File: config.mk
export PLATFORM = sky130hd
export DESIGN_NAME = html_link_attribute_extractor
export DESIGN_NICKNAME = d
export VERILOG_FILES = /design/src/rtl/hlae_pkg.sv /design/src/rtl/hlae_scan.sv /design/src/rtl/html_link_attribute_extractor.sv
export SDC_FILE = /design/constraint.sdc
export NUM_CORES = 1
export LEC_CHECK = 0
export BUFFER_PORTS_ARGS = -buffer_cell sky130_fd_sc_hd__clkbuf_2
export CAP_MARGIN = 20
export CORE_MARGIN = 2
export CORE_UTILIZATION = 60
export DETAILED_ROUTE_END_ITERATION = 12
export PLACE_DENSITY = 0.86
export SETUP_SLACK_MARGIN = 0.02
export SLEW_MARGIN = 40
export SYNTH_ARGS = -nofsm -noshare
export SYNTH_HDL_FRONTEND = slang
export SYNTH_SLANG_ARGS = --single-unit
File: constraint.sdc
create_clock -name clk -period 10.65 [get_ports clk]
set_input_delay 0.5325 -clock clk [delete_from_list [all_inputs] [get_ports clk]]
set_output_delay 0.5325 -clock clk [all_outputs]
set_load 0.01 [all_outputs]
File: src/rtl/hlae_pkg.sv
// ----------------------------------------------------------------------------
// hlae_pkg
// Shared types, character constants and helper functions for the HTML link
// attribute extractor.
// ----------------------------------------------------------------------------
package hlae_pkg;

    localparam int MAX_TAG_BYTES_DEF = 8 * 1024;

    localparam logic [7:0] CH_LT    = 8'h3C;
    localparam logic [7:0] CH_GT    = 8'h3E;
    localparam logic [7:0] CH_EQ    = 8'h3D;
    localparam logic [7:0] CH_QUOTE = 8'h22;
    localparam logic [7:0] CH_SLASH = 8'h2F;
    localparam logic [7:0] CH_SPACE = 8'h20;

    localparam logic [39:0] NAME_A     = 40'h00_0000_0041;
    localparam logic [39:0] NAME_BASE  = 40'h00_4241_5345;
    localparam logic [39:0] NAME_AREA  = 40'h00_4152_4541;
    localparam logic [39:0] NAME_FRAME = 40'h46_5241_4D45;

    localparam logic [2:0] NAME_LEN_MAX = 3'd6;

    typedef enum logic [1:0] {
        ITEM_VALUE    = 2'd0,
        ITEM_COMPLETE = 2'd1,
        ITEM_ABANDON  = 2'd2
    } item_code_t;

    typedef enum logic [1:0] {
        KIND_ANCHOR = 2'd0,
        KIND_BASE   = 2'd1,
        KIND_AREA   = 2'd2,
        KIND_FRAME  = 2'd3
    } kind_t;

    typedef enum logic [9:0] {
        PH_OUTSIDE    = 10'b00_0000_0001,
        PH_AFTER_LT   = 10'b00_0000_0010,
        PH_NAME       = 10'b00_0000_0100,
        PH_KEYWORD    = 10'b00_0000_1000,
        PH_SEEK_EQ    = 10'b00_0001_0000,
        PH_SKIP_WS    = 10'b00_0010_0000,
        PH_QUOTE_OPEN = 10'b00_0100_0000,
        PH_VALUE      = 10'b00_1000_0000,
        PH_DONE       = 10'b01_0000_0000,
        PH_IGNORE     = 10'b10_0000_0000
    } phase_t;

    typedef struct packed {
        logic       valid;
        item_code_t code;
        kind_t      kind;
        logic [7:0] data;
    } hlae_res_t;

    typedef struct packed {
        logic       hit;
        kind_t      kind;
    } name_match_t;

    typedef struct packed {
        logic       hit;
        logic [2:0] prog;
    } kw_step_t;

    function automatic logic is_letter(input logic [7:0] c);
        return ((c >= 8'h41) && (c <= 8'h5A)) || ((c >= 8'h61) && (c <= 8'h7A));
    endfunction

    function automatic logic is_space(input logic [7:0] c);
        return (c == CH_SPACE) || ((c >= 8'h09) && (c <= 8'h0D));
    endfunction

    function automatic logic [7:0] to_lower(input logic [7:0] c);
        return ((c >= 8'h41) && (c <= 8'h5A)) ? c + 8'd32 : c;
    endfunction

    function automatic logic [7:0] to_upper(input logic [7:0] c);
        return (c >= 8'h61) ? c - 8'd32 : c;
    endfunction

    // keyword letter at a position: "href" or "src"
    function automatic logic [7:0] kw_char(input kind_t kind, input logic [1:0] pos);
        logic [7:0] ch;
        if (kind == KIND_FRAME) begin
            unique case (pos)
                2'd0:    ch = 8'h73;
                2'd1:    ch = 8'h72;
                2'd2:    ch = 8'h63;
                default: ch = 8'h00;
            endcase
        end else begin
            unique case (pos)
                2'd0:    ch = 8'h68;
                2'd1:    ch = 8'h72;
                2'd2:    ch = 8'h65;
                default: ch = 8'h66;
            endcase
        end
        return ch;
    endfunction

    function automatic kw_step_t kw_advance(input kind_t kind, input logic [2:0] prog,
                                           input logic [7:0] lc);
        kw_step_t   r;
        logic [2:0] p;
        logic [2:0] len;
        len = (kind == KIND_FRAME) ? 3'd3 : 3'd4;
        if (lc == kw_char(kind, prog[1:0])) begin
            p = prog + 3'd1;
        end else begin
            p = (lc == kw_char(kind, 2'd0)) ? 3'd1 : 3'd0;
        end
        r.hit  = (p >= len);
        r.prog = r.hit ? 3'd0 : p;
        return r;
    endfunction

    function automatic name_match_t match_name(input logic [39:0] chars,
                                               input logic [2:0] len);
        name_match_t m;
        m.hit  = 1'b1;
        m.kind = KIND_ANCHOR;
        if ((len == 3'd1) && (chars == NAME_A)) begin
            m.kind = KIND_ANCHOR;
        end else if ((len == 3'd4) && (chars == NAME_BASE)) begin
            m.kind = KIND_BASE;
        end else if ((len == 3'd4) && (chars == NAME_AREA)) begin
            m.kind = KIND_AREA;
        end else if ((len == 3'd5) && (chars == NAME_FRAME)) begin
            m.kind = KIND_FRAME;
        end else begin
            m.hit = 1'b0;
        end
        return m;
    endfunction

endpackage

File: src/rtl/hlae_scan.sv
// ----------------------------------------------------------------------------
// hlae_scan
// Tag scanner: holds the per-tag state and turns one document byte into at
// most one result per accepted request.
// ----------------------------------------------------------------------------
module hlae_scan
    import hlae_pkg::*;
#(
    parameter int MAX_TAG_BYTES = MAX_TAG_BYTES_DEF
)
(
    input  logic       clk,
    input  logic       rst_n,
    input  logic       accept,
    input  logic       req_type,
    input  logic [7:0] data_byte,
    output hlae_res_t  res
);

    localparam int TAG_LEN_W = $clog2(MAX_TAG_BYTES + 1);
    localparam logic [TAG_LEN_W-1:0] TAG_LEN_MAX = TAG_LEN_W'(MAX_TAG_BYTES);

    phase_t                phase_reg, phase_next;
    logic [TAG_LEN_W-1:0]  tag_len_reg, tag_len_next;
    logic [39:0]           name_chars_reg, name_chars_next;
    logic [2:0]            name_len_reg, name_len_next;
    kind_t                 kind_reg, kind_next;
    logic [2:0]            prog_reg, prog_next;
    logic                  started_reg, started_next;

    always_comb
    begin
        logic [7:0]  lc;
        kw_step_t    kw_cur;
        kw_step_t    kw_first;
        name_match_t nm;

        lc       = to_lower(data_byte);
        kw_cur   = kw_advance(kind_reg, prog_reg, lc);
        nm       = match_name(name_chars_reg, name_len_reg);
        kw_first = kw_advance(nm.kind, 3'd0, lc);

        phase_next      = phase_reg;
        tag_len_next    = tag_len_reg;
        name_chars_next = name_chars_reg;
        name_len_next   = name_len_reg;
        kind_next       = kind_reg;
        prog_next       = prog_reg;
        started_next    = started_reg;

        res.valid = 1'b0;
        res.code  = ITEM_VALUE;
        res.kind  = kind_reg;
        res.data  = 8'd0;

        if (accept) begin
            if (req_type || (data_byte == CH_LT)) begin
                // end of document or a new tag drops whatever is open
                if ((phase_reg != PH_OUTSIDE) && started_reg) begin
                    res.valid = 1'b1;
                    res.code  = ITEM_ABANDON;
                end
                name_chars_next = '0;
                name_len_next   = '0;
                kind_next       = KIND_ANCHOR;
                prog_next       = '0;
                started_next    = 1'b0;
                if (req_type) begin
                    phase_next   = PH_OUTSIDE;
                    tag_len_next = '0;
                end else begin
                    phase_next   = PH_AFTER_LT;
                    tag_len_next = TAG_LEN_W'(1);
                end
            end else if (phase_reg != PH_OUTSIDE) begin
                if (tag_len_reg >= TAG_LEN_MAX) begin
                    // tag too long
                    if (started_reg) begin
                        res.valid = 1'b1;
                        res.code  = ITEM_ABANDON;
                    end
                    phase_next      = PH_OUTSIDE;
                    tag_len_next    = '0;
                    name_chars_next = '0;
                    name_len_next   = '0;
                    kind_next       = KIND_ANCHOR;
                    prog_next       = '0;
                    started_next    = 1'b0;
                end else if (data_byte == CH_GT) begin
                    if ((phase_reg == PH_SKIP_WS) || (phase_reg == PH_QUOTE_OPEN) ||
                        (phase_reg == PH_VALUE) || (phase_reg == PH_DONE)) begin
                        res.valid = 1'b1;
                        res.code  = ITEM_COMPLETE;
                    end
                    phase_next      = PH_OUTSIDE;
                    tag_len_next    = '0;
                    name_chars_next = '0;
                    name_len_next   = '0;
                    kind_next       = KIND_ANCHOR;
                    prog_next       = '0;
                    started_next    = 1'b0;
                end else begin
                    tag_len_next = tag_len_reg + TAG_LEN_W'(1);
                    unique case (phase_reg)
                        PH_AFTER_LT, PH_NAME:
                        begin
                            phase_next = PH_NAME;
                            if ((phase_reg == PH_AFTER_LT) && (data_byte == CH_SLASH)) begin
                                phase_next = PH_NAME;
                            end else if (is_letter(data_byte)) begin
                                name_chars_next = {name_chars_reg[31:0], to_upper(data_byte)};
                                if (name_len_reg < NAME_LEN_MAX) begin
                                    name_len_next = name_len_reg + 3'd1;
                                end
                            end else if (!nm.hit) begin
                                phase_next = PH_IGNORE;
                            end else begin
                                kind_next  = nm.kind;
                                prog_next  = kw_first.prog;
                                phase_next = kw_first.hit ? PH_SEEK_EQ : PH_KEYWORD;
                            end
                        end
                        PH_KEYWORD:
                        begin
                            prog_next = kw_cur.prog;
                            if (kw_cur.hit) begin
                                phase_next = PH_SEEK_EQ;
                            end
                        end
                        PH_SEEK_EQ:
                        begin
                            if (data_byte == CH_EQ) begin
                                phase_next = PH_SKIP_WS;
                            end
                        end
                        PH_SKIP_WS, PH_QUOTE_OPEN, PH_VALUE:
                        begin
                            if ((phase_reg == PH_SKIP_WS) && is_space(data_byte)) begin
                                phase_next = PH_SKIP_WS;
                            end else if ((phase_reg == PH_SKIP_WS) &&
                                         (data_byte == CH_QUOTE)) begin
                                phase_next = PH_QUOTE_OPEN;
                            end else if ((phase_reg == PH_QUOTE_OPEN) &&
                                         (data_byte == CH_QUOTE)) begin
                                // empty quoted value
                                phase_next = PH_IGNORE;
                            end else begin
                                phase_next   = PH_VALUE;
                                started_next = 1'b1;
                                if ((data_byte == CH_QUOTE) || (data_byte == CH_SPACE)) begin
                                    phase_next = PH_DONE;
                                end else if (!is_space(data_byte)) begin
                                    res.valid = 1'b1;
                                    res.code  = ITEM_VALUE;
                                    res.data  = data_byte;
                                end
                            end
                        end
                        default:
                        begin
                            phase_next = phase_reg;
                        end
                    endcase
                end
            end
        end
    end

    always_ff @(posedge clk or negedge rst_n)
    begin
        if (!rst_n) begin
            phase_reg      <= PH_OUTSIDE;
            tag_len_reg    <= '0;
            name_chars_reg <= '0;
            name_len_reg   <= '0;
            kind_reg       <= KIND_ANCHOR;
            prog_reg       <= '0;
            started_reg    <= 1'b0;
        end else begin
            phase_reg      <= phase_next;
            tag_len_reg    <= tag_len_next;
            name_chars_reg <= name_chars_next;
            name_len_reg   <= name_len_next;
            kind_reg       <= kind_next;
            prog_reg       <= prog_next;
            started_reg    <= started_next;
        end
    end

endmodule

File: src/rtl/html_link_attribute_extractor.sv
// ----------------------------------------------------------------------------
// html_link_attribute_extractor
// Streams href/src attribute values of A, AREA, BASE and FRAME tags out of
// an HTML byte stream, with commit and abandon markers per link.
// ----------------------------------------------------------------------------
//  channel   valid       stall       payload
//  request   req_valid   req_stall   req_type, data_byte
//  result    rsp_valid   rsp_stall   item_code, link_kind, value_byte
//
//  one request per clock while req_stall is low. the scanner state sits in
//  flops; any result is registered in the output register, or in the one
//  skid register while the output is full and stalled, and req_stall is high
//  only while the skid is full. reset returns the scanner to the outside-of-tag
//  state and empties both result registers.
// ----------------------------------------------------------------------------
module html_link_attribute_extractor
    import hlae_pkg::*;
#(
    parameter int MAX_TAG_BYTES = MAX_TAG_BYTES_DEF
)
(
    input  logic       clk,
    input  logic       rst_n,
    input  logic       req_valid,
    output logic       req_stall,
    input  logic       req_type,
    input  logic [7:0] data_byte,
    output logic       rsp_valid,
    input  logic       rsp_stall,
    output logic [1:0] item_code,
    output logic [1:0] link_kind,
    output logic [7:0] value_byte
);

    logic      accept;
    logic      pop;
    hlae_res_t res;

    logic      out_valid_reg, out_valid_next;
    logic      skid_valid_reg, skid_valid_next;
    hlae_res_t out_res_reg, out_res_next;
    hlae_res_t skid_res_reg, skid_res_next;

    assign req_stall = skid_valid_reg;
    assign accept    = req_valid && !skid_valid_reg;
    assign pop       = out_valid_reg && !rsp_stall;

    hlae_scan #(
        .MAX_TAG_BYTES (MAX_TAG_BYTES)
    ) u_scan (
        .clk       (clk),
        .rst_n     (rst_n),
        .accept    (accept),
        .req_type  (req_type),
        .data_byte (data_byte),
        .res       (res)
    );

    always_comb
    begin
        out_valid_next  = out_valid_reg;
        skid_valid_next = skid_valid_reg;
        out_res_next    = out_res_reg;
        skid_res_next   = skid_res_reg;
        if (skid_valid_reg) begin
            if (pop) begin
                out_res_next    = skid_res_reg;
                skid_valid_next = 1'b0;
            end
        end else if (res.valid) begin
            if (!out_valid_reg || pop) begin
                out_res_next   = res;
                out_valid_next = 1'b1;
            end else begin
                skid_res_next   = res;
                skid_valid_next = 1'b1;
            end
        end else if (pop) begin
            out_valid_next = 1'b0;
        end
    end

    always_ff @(posedge clk or negedge rst_n)
    begin
        if (!rst_n) begin
            out_valid_reg  <= 1'b0;
            skid_valid_reg <= 1'b0;
        end else begin
            out_valid_reg  <= out_valid_next;
            skid_valid_reg <= skid_valid_next;
        end
    end

    always_ff @(posedge clk)
    begin
        out_res_reg  <= out_res_next;
        skid_res_reg <= skid_res_next;
    end

    assign rsp_valid  = out_valid_reg;
    assign item_code  = out_res_reg.code;
    assign link_kind  = out_res_reg.kind;
    assign value_byte = out_res_reg.data;

endmodule
==> Word-level counts from Yosys, hierarchy flattened <==
Cells that the tools add are included.
{ "totals": {"regBits": 99, "input_bits": 13, "elab_cells": 244} }
{ "classes": {"addsub": 5, "magnitude_cmp": 10, "eq_ne": 42, "n_mux": 121, "bitwise": 2, "reduce_logical": 49} }
{ "op_table": {"columns": ["op", "n"], "rows": [
  ["$mux W40", 7],
  ["$mux W8", 16],
  ["$mux W10", 12],
  ["$mux W3", 35],
  ["$eq A40 B31 Y1 const B", 2],
  ["$mux W14", 4],
  ["$eq A8 B6 Y1 const B", 6],
  ["$mux W12", 4],
  ["$eq A40 B39 Y1 const B", 1],
  ["$eq A40 B7 Y1 const B", 1],
  ["$pmux W10 S4", 1],
  ["$mux W2", 13],
  ["$eq A8 B8 Y1", 3],
  ["$reduce_and A6 Y1", 4],
  ["$mux W1", 22],
  ["$pmux W7 S3", 1],
  ["$ne A4 B1 Y1 const B", 5],
  ["$reduce_bool A4 Y1", 5],
  ["$ge A8 B7 Y1 const B", 2],
  ["$le A8 B7 Y1 const B", 2],
  ["$mux W5", 3],
  ["$ne A5 B1 Y1 const B", 3],
  ["$pmux W5 S3", 1],
  ["$add A14 B1 Y14 const B", 1],
  ["40 further kinds", 75]
]} }

==> Longest topological paths before layout <==
{ "depth": {"depth_word": 23, "mapped_depth": 17} }

==> Hierarchy <==
From an unflattened synthesis, not the netlist that was laid out.
{ "unflattened": {"cells_unflattened": 546, "area_unflattened_um2": 5540.3} }
{ "by_module_without_submodules": {"columns": ["mod", "instances", "cells_per_inst", "area_each_um2", "seq_area_each_um2"], "rows": [
  ["hlae_scan", 1, 495, 4524.3, 1828.0],
  ["html_link_attribute_extractor", 1, 51, 1016.0, 770.7]
]} }

==> Least setup slack after synthesis <==
Ideal clock, no wire load.
{ "synth_path": {"path_kind": "input -> register", "startpoint": "in data_byte[0]", "endpoint": "reg u_scan.phase_reg[1]", "setup_ns": 0.125, "arrival_time_ns": 3.874, "slack_ns": 6.651, "cell_stages": 15, "cell_sequence": "buf_2 > buf_2 > nor3b_1 > a211o_1 > o21ai_0 > nand3_1 > nor3_1 > mux2i_1 > ha_1 > nand2b_1 > a21o_1 > a2111oi_2 > nor2_1 > o211ai_2 > mux2_2"} }
{ "synth_between": {"elab_chain_cells": 10, "elab_cells_between_ends": 44} }
{ "synth_rtl": {"columns": ["element", "line", "source"], "rows": [
  ["from (decl)", "html_link_attribute_extractor.sv:27", "input logic [7:0] data_byte,"],
  ["parallel branches: the longest is 10 deep, another holds $ge A8 B7 Y1", null, null],
  ["to (signal assigned)", "hlae_scan.sv:180", "phase_reg <= phase_next;"],
  ["to (decl)", "hlae_scan.sv:23", "phase_t phase_reg, phase_next;"]
]} }
Several ways; the timed one is not identified. The select of a mux whose other input is x is not followed.
A chain may end at the register's enable or synchronous reset.

==> Final worst setup path <==
{ "layout_path": {"startpoint": "reg u_scan.prog_reg[0]", "endpoint": "reg u_scan.phase_reg[1]"} }
{ "layout_between": {"elab_chain_cells": 8, "elab_cells_between_ends": 12} }
{ "layout_rtl": {"columns": ["element", "line", "source"], "rows": [
  ["from (decl)", "hlae_scan.sv:28", "logic [2:0] prog_reg, prog_next;"],
  ["from (signal assigned)", "hlae_scan.sv:185", "prog_reg <= prog_next;"],
  ["$eq A2 B2 Y1 (tied with other cells)", "hlae_pkg.sv:87, hlae_pkg.sv:94", null],
  ["$pmux W5 S3 / $pmux W7 S3 (equally long branches)", "hlae_pkg.sv:94, hlae_pkg.sv:87", null],
  ["$mux W8", "hlae_pkg.sv:86", "if (kind == KIND_FRAME) begin"],
  ["$eq A8 B8 Y1", "hlae_pkg.sv:110", "if (lc == kw_char(kind, prog[1:0])) begin"],
  ["$mux W3 (*)", "hlae_pkg.sv:110", null],
  ["$ge A3 B3 Y1 (*)", "hlae_pkg.sv:115", "r.hit = (p >= len);"],
  ["$ne A5 B1 Y1 (no line) (*)", null, null],
  ["$reduce_and A5 Y1 (no line) (*)", null, null]
]} }
Every way passes the cells marked *; elsewhere a longest branch is shown, timed or not.

==> results list <==
* Status: finished, final reports clean
- Across all layers, the routed design uses 4814 vias.
* Number of nets produced by synthesis: 645
- Cell count after synthesis: 616
* Placeable core region: 9153 um^2
* Simple-Gate Fraction of Synth Area: 0.2840
- In the final layout, the share of cells above drive strength 1 is 0.1238.
- Final antenna diode count: 0
- For the pin with the worst max-slew slack, the measured transition is 669.6 ps.
* Final instance area: 5976 um^2
- The count of endpoints failing hold in the final timing report is 0.
- The tightest hold path in the finished design has a slack of 148.4 ps.
- Post-synthesis cell area: 5583 um^2
* Capturing element type of the critical path: flop
- IO Count: 27
* Static Leakage: 2.699 nW
- Leading cell type by number of instances after synthesis: nand2_1
- Dividing the detail-routed via count by the number of cells gives 6.497.
* Tmin final: 4284 ps
- Across every metal layer, demand over resource in global routing totals 0.2707.
- Clock tree synthesis inserted a total of 9 buffers.
- Antenna-violating nets left: 0
* Final setup vio count: 0
- Share of synthesized area spent on multiplexers: 0.007844
- Final Wtd Congestion: 0.9131
- Max FFs per register: 40
- Setup repair after global routing left no endpoint under its margin.
* Pin count of the biggest net entering global routing: 76
* Arr. time, crit path: 4560 ps
- Class of the most critical hold timing path: input port to async pin
* Number of placement rows: 35
- Buffers inserted to repair hold after CTS numbered 0.
- Register-to-Register Setup Slack: 6370 ps
* Wire length of the first global-routing pass: 21.55 mm
* Destination of the worst register-to-register timing path: u_scan.phase_reg[1]
* Async set or reset register ratio after synthesis: 0.7576
- Count of final max-slew check failures: 0
- The root buffer cell chosen for the clock tree is clkbuf_8.
* Sequential fraction of the synthesis area: 0.4655
- Of the post-synthesis cell area, the dominant cell type holds 0.3317.
* Post-layout utilization of the core: 0.6529
- After synthesis the netlist holds a flip-flop and latch count of 99.
* Yosys cell types: 73
* Start point of the critical path: u_scan.prog_reg[0]
- Height of the die: 100.5 um
- In this run, post-CTS repair resized a total of 0 instances.
* Worst slack at placement: 6083 ps
- The worst-case IR drop observed on VDD is 0.00008683 V.
* Post-Synth XOR/XNOR Area: 0.004706
* Max Clk Rate: 233.4 MHz
- Counting along the longest clock path gives a buffer depth of 2.
- Number of synthesized flops with an enable pin: 24
- Placed Instance Area: 5756 um^2
- Top cells by area in the synthesized netlist: dfrtp_1, edfxtp_1, nand2_1
* Effective utilization at floorplan: 0.6100
* Power density cells: 152.1 nW/um^2
- In this run the number of H-tree levels came out at 3.
- Full die area: 10090 um^2
- In this run the horizontal extent of the chip is 100.5 um.
- Smallest setup slack after layout: 6366 ps
- Filler Cells Inserted: 724
- Iteration count of the initial detailed-routing pass: 5
* Most common library cells after synthesis: nand2_1, dfrtp_1, nand3_1
- HPWL after DPL: 8.792 mm
- The number of setup buffers added after CTS is 0.
* Clock transition at the register clock pins on the worst setup and hold paths after CTS: 120 ps
- DRC violations left: 0
- Per-cell routed wire length: 17.55 um
- Along the worst path, the maximum fanout reaches 19.
* Post-route fraction of the period consumed by the critical path: 0.4022
* Final net count: 654
* Count of cells along the worst register-to-register path: 15
- In the synthesized netlist the dominant register cell turns out to be dfrtp_1.
- Vias in the first global route: 4440
* Clock insertion delay at the later pin of the skew report: 390 ps
- Largest area contributor in the netlist: dfrtp_1
- Worst setup endpoint: u_scan.phase_reg[1]
- Synth warnings: 0
- On the final layout, the worst clock skew is 13.75 ps.
* Combinational family with the most area after synthesis: simple AND/OR/NAND/NOR gates
- Crit start category: flop
* Number of antenna violations at the first check in global routing: 0
* Adder and majority cell fraction of the synthesized area: 0.03586
* Aggregate routed wire length: 13.01 mm
* Critical path start-end classification: flop to flop
- The area fraction in compound gates after synthesis was 0.1627.
- Launch instance of the worst register-to-register path: u_scan.prog_reg[0]
* GR Overflow Total: 0
- For this block, the initial DRC count from the detailed router was 457.
* Max-cap viol count: 0
* Synthesized area per cell: 9.063 um^2
* Slew margin rel.: 0.5523
- Final-layout setup total negative slack: 0 ps
* Count of buffers from port buffering: 26
- From synthesis to final layout, the design area changed by 7.037%.
- Data on the critical path is required at its endpoint by 10920 ps.
* Clock tree sinks: 99
- TritonCTS built the clock tree.
==> power breakdown <==
part / leakage (nW) / total, mW / switching (mW) / internal, mW
clock: 0.105 / 0.252 / 0.156 / 0.0957
sequential: 1.27 / 0.471 / 0.0451 / 0.426
combinational: 1.33 / 0.186 / 0.114 / 0.0719
==> cell type report <==
cell class                 count  area, um^2  area share
clock inverter                 7       86.33     0.01445
multi-input combinational    467        2790      0.4669
sequential                    99        2599      0.4349
clock buffer                   9       123.9     0.02073
tap                          111       138.9     0.02324
timing repair buffer          31       173.9     0.02910
inverter                      17       63.81     0.01068
==> cell families (layout without fill, tap and decap cells) <==
group,count (synthesis),in the layout
adders and majority gates,16,16
AOI/OAI and AO/OA,134,134
muxes,4,4
DFF,99,99
xor gates and xnor gates,3,3
buffers and inverters,50,64
and+or+nand+nor,310,310
==> metal layers <==
layer | routed length [um] | GRT usage | up-vias
met5 | 0 | 0 | -
met4 | 323 | 0.1159 | 0
met3 | 807 | 0.03537 | 32
met2 | 6302 | 0.4285 | 213
met1 | 5572 | 0.3789 | 2317
li1 | - | - | 2252
==> cells in the final DEF, fill, tap and decap left out, types with 10 or more instances in the layout <==
cell,instances
nand2_1,116
dfrtp_1,74
nand3_1,48
o21ai_0,38
nor2_1,32
clkbuf_2,25
edfxtp_1,24
inv_1,17
a21oi_1,17
ha_1,16
and3_1,13
nand2b_1,12
nor3_1,12
a21o_1,12
o31ai_1,10
==> worst max-delay path, stage by stage (launching register included) <==
cell and delay, ps:
dfrtp_1 440, inv_1 150, ha_1 290, nor3b_1 80
a211o_1 260, o21ai_0 170, nand3_1 110, nor3_2 440
mux2i_1 250, ha_1 240, nand2b_1 140, a21o_1 180
a2111oi_2 620, nor2_1 120, o211ai_2 280, mux2_2 400
==> per-stage QoR <==
stage	std cells	total power, mW
3_5_place_dp	725	0.6573
3_3_place_gp	725	0.6474
4_1_cts	741	0.9084
6_report	741	0.9087
2_1_floorplan	616	0.6022
5_1_grt	741	0.9551
==> worst min-delay path by stage <==
stage | from | endpoint | slack (ps) | depth (start not counted)
finish | rst_n | u_scan.name_chars_reg[28] | 150 | 1
detailed placement | u_scan.name_chars_reg[35] | u_scan.name_chars_reg[35] | 450 | 2
global placement | u_scan.name_chars_reg[35] | u_scan.name_chars_reg[35] | 440 | 2
CTS | rst_n | u_scan.name_chars_reg[28] | 170 | 1
floorplan | rst_n | req_stall | 240 | 0
global route | rst_n | u_scan.name_chars_reg[28] | 200 | 1
(Power assumes the default switching activity.)
